--- config.mk ---
export PLATFORM = sky130hd
export DESIGN_NAME = mwki_div
export DESIGN_NICKNAME = d
export VERILOG_FILES = /design/src/morph_weight_keyframe_interpolator_assert.svh /design/src/mwki_pkg.sv /design/src/mwki_div.sv
export SDC_FILE = /design/constraint.sdc
export NUM_CORES = 2
export LEC_CHECK = 0
export ABC_AREA = 0
export BUFFER_PORTS_ARGS = -buffer_cell sky130_fd_sc_hd__buf_4
export CORE_MARGIN = 5
export CORE_UTILIZATION = 65
export DETAILED_ROUTE_END_ITERATION = 10
export PLACE_DENSITY = 0.83
export SYNTH_ARGS = -nofsm -noshare
export SYNTH_HDL_FRONTEND = slang
export SYNTH_SLANG_ARGS = --single-unit
--- constraint.sdc ---
create_clock -name i_clk -period 8.8 [get_ports i_clk]
set_clock_uncertainty 0.2 [all_clocks]
set_input_delay 0.88 -clock i_clk [delete_from_list [all_inputs] [get_ports i_clk]]
set_output_delay 0.88 -clock i_clk [all_outputs]
set_load 0.01 [all_outputs]
--- src/morph_weight_keyframe_interpolator_assert.svh ---
// Assertion macros shared by the keyframe interpolator RTL.
// Depends on nothing; included by files that carry concurrent assertions.
`ifndef MORPH_WEIGHT_KEYFRAME_INTERPOLATOR_ASSERT_SVH
`define MORPH_WEIGHT_KEYFRAME_INTERPOLATOR_ASSERT_SVH

// The consequent must hold in the same cycle as the antecedent.
`define MWKI_ASSERT_IMPL(lbl, clk, rst_n, ante, cons) \
    lbl: assert property (@(posedge clk) disable iff (!rst_n) (ante) |-> (cons)) \
        else $error("keyframe interpolator: assertion failed");

// The consequent must hold in the cycle after the antecedent.
`define MWKI_ASSERT_NEXT(lbl, clk, rst_n, ante, cons) \
    lbl: assert property (@(posedge clk) disable iff (!rst_n) (ante) |=> (cons)) \
        else $error("keyframe interpolator: assertion failed");

`endif

--- src/mwki_pkg.sv ---
// Package of the keyframe interpolator: codes, types and default sizes.
// Depends on nothing; used by every RTL file of the block.
`default_nettype none

package mwki_pkg;

    localparam int TRACKS_DEF = 16;
    localparam int KEYS_DEF   = 64;

    typedef enum logic [1:0] {
        OP_APPEND = 2'd0,
        OP_CLEAR  = 2'd1,
        OP_EVAL   = 2'd2,
        OP_NOP    = 2'd3
    } t_opcode;

    localparam logic [1:0] ST_WEIGHT = 2'd0;
    localparam logic [1:0] ST_OK     = 2'd1;
    localparam logic [1:0] ST_FULL   = 2'd2;
    localparam logic [1:0] ST_NONE   = 2'd3;

    typedef enum logic [3:0] {
        S_IDLE,
        S_RESP,
        S_EPRE,
        S_ETRK,
        S_ELAST,
        S_EFIRST,
        S_ESEG,
        S_EDIV,
        S_PUSH
    } t_state;

    typedef enum logic [2:0] {
        DV_IDLE,
        DV_MUL,
        DV_SUM,
        DV_RUN,
        DV_FIN
    } t_div_state;

    typedef struct packed {
        logic key_wr;
        logic key_rd;
        logic cnt_wr;
    } t_store_ctl;

endpackage

`default_nettype wire

--- src/mwki_div.sv ---
// Interpolation unit: one multiply, then a bit-serial restoring divide with rounding.
// Depends on mwki_pkg for the sequencer states.
`default_nettype none

module mwki_div import mwki_pkg::*; (
    input  wire               i_clk,
    input  wire               i_rst_n,
    input  wire               i_start,
    input  wire signed [15:0] i_wa,
    input  wire signed [15:0] i_wb,
    input  wire [23:0]        i_num,
    input  wire [23:0]        i_den,
    output logic              o_done,
    output logic signed [15:0] o_result
);

    // The numerator carries a bias of 2^17 divisors so that it is never negative;
    // the quotient then floors correctly and the bias is taken off at the end.
    t_div_state          r_st, n_st;
    logic signed [16:0]  r_d;
    logic signed [15:0]  r_wa;
    logic [23:0]         r_num, r_den;
    logic signed [41:0]  r_prod;
    logic [42:0]         r_dvd;
    logic [25:0]         r_rem;
    logic [18:0]         r_quo;
    logic [5:0]          r_cnt;
    logic [25:0]         rem_sh, divisor;
    logic                ge;
    logic signed [19:0]  sum;

    assign divisor = {1'b0, r_den, 1'b0};
    assign rem_sh  = {r_rem[24:0], r_dvd[42]};
    assign ge      = rem_sh >= divisor;
    assign sum     = $signed({{4{r_wa[15]}}, r_wa}) + $signed({1'b0, r_quo})
                     - 20'sd131072;

    always_ff @(posedge i_clk) begin
        if (!i_rst_n) begin
            r_st <= DV_IDLE;
        end else begin
            r_st <= n_st;
        end
    end

    always_comb begin
        n_st = r_st;
        unique case (r_st)
            DV_IDLE: if (i_start) n_st = DV_MUL;
            DV_MUL:  n_st = DV_SUM;
            DV_SUM:  n_st = DV_RUN;
            DV_RUN:  if (r_cnt == 6'd1) n_st = DV_FIN;
            DV_FIN:  n_st = DV_IDLE;
            default: n_st = DV_IDLE;
        endcase
    end

    always_ff @(posedge i_clk) begin
        if (!i_rst_n) begin
            o_done <= 1'b0;
        end else begin
            o_done <= (r_st == DV_FIN);
        end
    end

    always_ff @(posedge i_clk) begin
        unique case (r_st)
            DV_IDLE: begin
                r_d   <= $signed({i_wb[15], i_wb}) - $signed({i_wa[15], i_wa});
                r_wa  <= i_wa;
                r_num <= i_num;
                r_den <= i_den;
            end
            DV_MUL: begin
                r_prod <= r_d * $signed({1'b0, r_num});
            end
            DV_SUM: begin
                r_dvd <= 43'(({{2{r_prod[41]}}, r_prod} <<< 1) + {20'd0, r_den}
                             + {2'd0, r_den, 18'd0});
                r_rem <= '0;
                r_quo <= '0;
                r_cnt <= 6'd43;
            end
            DV_RUN: begin
                r_rem <= ge ? (rem_sh - divisor) : rem_sh;
                r_quo <= {r_quo[17:0], ge};
                r_dvd <= {r_dvd[41:0], 1'b0};
                r_cnt <= r_cnt - 6'd1;
            end
            DV_FIN: begin
                o_result <= sum[15:0];
            end
            default: ;
        endcase
    end

endmodule

`default_nettype wire

* Word-level counts from Yosys, hierarchy flattened *
Index checks and enable logic that the tools add are counted.

storage, ports and cells
  flip-flop bits (word level) = 233
  output and inout port bits = 17
  logic and storage cells = 39

operators by class
  $add $sub $neg = 7
  multiply operators = 1
  magnitude comparators = 1
  equal/unequal tests = 7
  muxes and demuxes = 8
  reduce and logical (&&, ||, !) cells = 3

operator list
  cell                     count
  $pmux W43 S2             1
  $pmux W25 S2             1
  $add A43 B25 Y43         1
  $add A43 B42 Y43         1
  $mul A17 B25 Y42         1
  $pmux W16 S2             1
  $ge A26 B25 Y1           1
  $mux W25                 1
  $sub A25 B25 Y25         1
  $sub A16 B16 Y17         1
  $add A16 B16 Y16         1
  $sub A16 B1 Y16 const B  1
  $pmux W3 S4              1
  $pmux W6 S2              1
  $eq A3 B2 Y1 const B     2
  $eq A6 B1 Y1 const B     1
  $mux W3                  2
  $sub A6 B1 Y6 const B    1
  $ne A2 B2 Y1 const B     2
  $eq A3 B1 Y1 const B     1
  $eq A3 B3 Y1 const B     1
  $logic_not A3 Y1         1
  $reduce_and A2 Y1        1
  $reduce_bool A2 Y1       1

* Longest topological paths before layout *
  depth after elaboration = 3
  depth in mapped cells = 24
  depth with buffers taken out = 23

* Worst setup path before layout *
Ideal clock, no wire load.

  path type = flip-flop to flip-flop
  from = reg r_st[1]
  to = reg r_d[0] (enable)
  setup time = 620 ps
  arrival = 5912 ps
  setup slack = 2069 ps
  cell stages (with the launch flop) = 2
  period minus slack after synthesis = 6731 ps
  cell sequence = dfxtp_1 -> nor3_1

between the ends
  longest elaborated chain between the ends = 1

RTL lines
  element                   line            source
  start: declaration        mwki_div.sv:19  t_div_state r_st, n_st;
  start signal: assignment  mwki_div.sv:42  r_st <= n_st;
  $logic_not A3 Y1          mwki_div.sv:67  unique case (r_st)
  end signal: assignment    mwki_div.sv:69  r_d <= $signed({i_wb[15], i_wb}) - $signed({i_wa[15], i_wa});
  end: declaration          mwki_div.sv:20  logic signed [16:0] r_d;

No other way between the ends.
A chain may end at the register's enable or synchronous reset.

* Final worst setup path *
  from = reg r_d[6]
  to = reg r_prod[41], data pin

between the ends
  longest elaborated chain between the ends = 1

RTL lines
  element                 line            source
  $mul A17 B25 Y42        mwki_div.sv:75  r_prod <= r_d * $signed({1'b0, r_num});
  end signal: assignment  mwki_div.sv:75
  end: declaration        mwki_div.sv:23  logic signed [41:0] r_prod;

No other way between the ends.

==> reports/metrics.cfg <==
[timing]
slew_viol_final=0
max-slew-margin-rel=0.348
setup_ws_ns=1.52
finalCritPeriodShare=0.827
setup_viol=0
fmax_mhz=137
hold_viol=0
tightest_slew_ns=0.977
fin_crit_ns=7.28
rsz0062_at_grt=no
tns_ns=0

[setup_path]
ff2ff_path_depth=21
crit_top_cell=fa_1
path_class=register to register
cpPeakStageDelay_ns=0.99
cp_slowest_cell=edfxtp_1
cp-end-kind=register
start_kind=register
worst_path_dominant_cell_family=adder cells
crit_fanout=24
worstPathBufferInverterCount=5
r2r_start=r_d[6]
r2r_end=r_prod[41]
crit_required_ns=8.93
crit_chain=nand2_1, fa_1, inv_1, fa_1, inv_1, fa_1, inv_1, fa_1, fa_1, inv_1, fa_1, inv_1, ha_1, nand2_1, nor3_1, nand4_1, a31oi_1, a2bb2oi_1, a31oi_1, a41oi_1, xnor2_1
path_depth=21
crit_arrival_ns=7.41
ff2ff_setup_slack_ns=1.52

[cells_and_area]
final_core_util=0.708
layout_common_cells=inv_1, fa_1, nand2_1, ha_1, edfxtp_1
fin_nets=3448
layout-drive-gt1-share=0.0699
syn_to_final_growth_pct=7.82
final_common_cell=inv_1
num_antenna_cells=0
design_area_um2=29000

[synthesis]
synth_area_leader_cell=edfxtp_1
syn_area_per_cell_um2=9.95
ys_types=78
synth_area_leaders=edfxtp_1, fa_1, ha_1
synth_top_area_share=0.256
synth-seq-cells=233
synth_cells=2702
synthArstFlopShare=0
yosysWarnings=0
synth_edf_count=229
syn_area_um2=26900
ys.flop_type=edfxtp_1
yosysSeqAreaShare=0.259
synth_nets=3398

[floorplanning]
die_area_um2=45500
ios=100
core_area_um2=40900
rows=74
dieWidth_um=213
die_y_um=213
start_util=0.657

[placement]
hpwl_um=49400
gp_congestion=0.943
io_buffers=99
placed_area_um2=28100
placement.setup.worst_slack_ns=1.63

[clocking]
post_cts_resized=0
post-cts-setup-buffers=0
clk_pin_slew_ns=0.08
htree_levels=1
hold_buffers=0
cts-root-buf=clkbuf_16
cts_buffers=28
cts_tree=yes
insertion_delay_ns=0.61
cts_max_path_buffers=3
cts_sinks=233

[hold_path]
hp-start=i_num[0]
hold_class=primary input to register
worst_hold_path.num_cells=1
holdPathEnd=r_num[0]

[global_route]
grt_pass1_wl_um=107000
track_usage=0.294
grt_max_degree=81
overflow=0
grt_pass1_vias=21000
grt_antenna_before_repair=2

[drt]
ant_nets=0
routed_wl_um=64900
detail_route.vias_per_cell=5.96
drt_iter0_markers=1752
vias=19700
drc_errors=0
dr.pass1.iters=5
wl_per_cell_um=19.6

[flow_run]
cap_violations=0

[outcome]
outcome=finished, final reports clean

-- worst max path at each step --
stage | from | end | slack (ns)
floorplan | r_st[1] | r_d[0] | 2.07
global placement | r_d[11] | r_prod[33] | 1.85
detailed placement | r_d[4] | r_prod[33] | 1.63
CTS | r_d[4] | r_prod[33] | 1.64
global route | r_d[11] | r_prod[41] | 1.32
finish | r_d[6] | r_prod[41] | 1.52
-- layer usage --
layer / vias to the layer above / global-route usage / wire length, µm
li1: 8925 / - / -
met1: 9695 / 0.398 / 26200
met2: 923 / 0.487 / 31100
met3: 155 / 0.0581 / 5470
met4: 4 / 0.0873 / 2090
met5: - / 0 / 27
-- cells by family (layout without fill, tap and decap cells) --
kind of cell | Yosys count | in the layout | synth area share
flip-flops | 233 | 233 | 0.259
AND/OR/NAND/NOR | 779 | 779 | 0.142
adder cells (fa/ha/maj) | 613 | 613 | 0.380
buffers and inverters | 542 | 614 | 0.0767
AO/OA/AOI/OAI | 397 | 397 | 0.0965
multiplexers | 22 | 22 | 0.00824
XOR/XNOR | 116 | 116 | 0.0378
-- synthesized netlist by cell type (all sizes together) (4+ instances only) --
master	n
a41oi	4
o21ai	81
xor2	39
o311ai	4
o21bai	13
o21a	15
and2	212
a211o	4
fa	339
ha	274
nor3b	5
dfxtp	4
o2111ai	4
o31a	5
a31oi	19
xnor2	77
a21oi	136
a21o	53
a221oi	5
nor2	123
mux2i	21
nand2b	25
and4	4
nor4	4
edfxtp	229
nor2b	17
or2	6
o211ai	10
buf	11
inv	449
o31ai	10
nor3	19
a211oi	10
or3	7
clkbuf	82
and3	16
nand2	296
o41ai	4
nand3	20
nand4	19
-- registers in the layout, indices dropped and copies added, names as in the netlist --
register and cells:
r_quo 16, r_num 24, o_done 1, r_wa 16
r_rem 25, r_st 3, r_prod 42, r_den 24
r_d 17, r_dvd 43, o_result 16, r_cnt 6
-- metrics by stage --
step	instances	hold slack, ns
after floorplan	2702	0.284
after global placement	3254	0.295
after detailed placement	3254	0.319
after CTS	3306	0.235
after global routing	3306	0.240
final	3306	0.244
-- final cells by class --
cell class	instances	area (µm²)
clock buffers	33	719
clock inverters	19	211
fillers	2925	11900
inverters	449	1690
multi-input cells	1927	17900
flip-flops and latches	233	6960
well taps	532	666
repair buffers	113	848
Power is left out: the tool's default activity adds up to more than one toggle a clock period on the data nets, which glitch-free logic cannot reach.
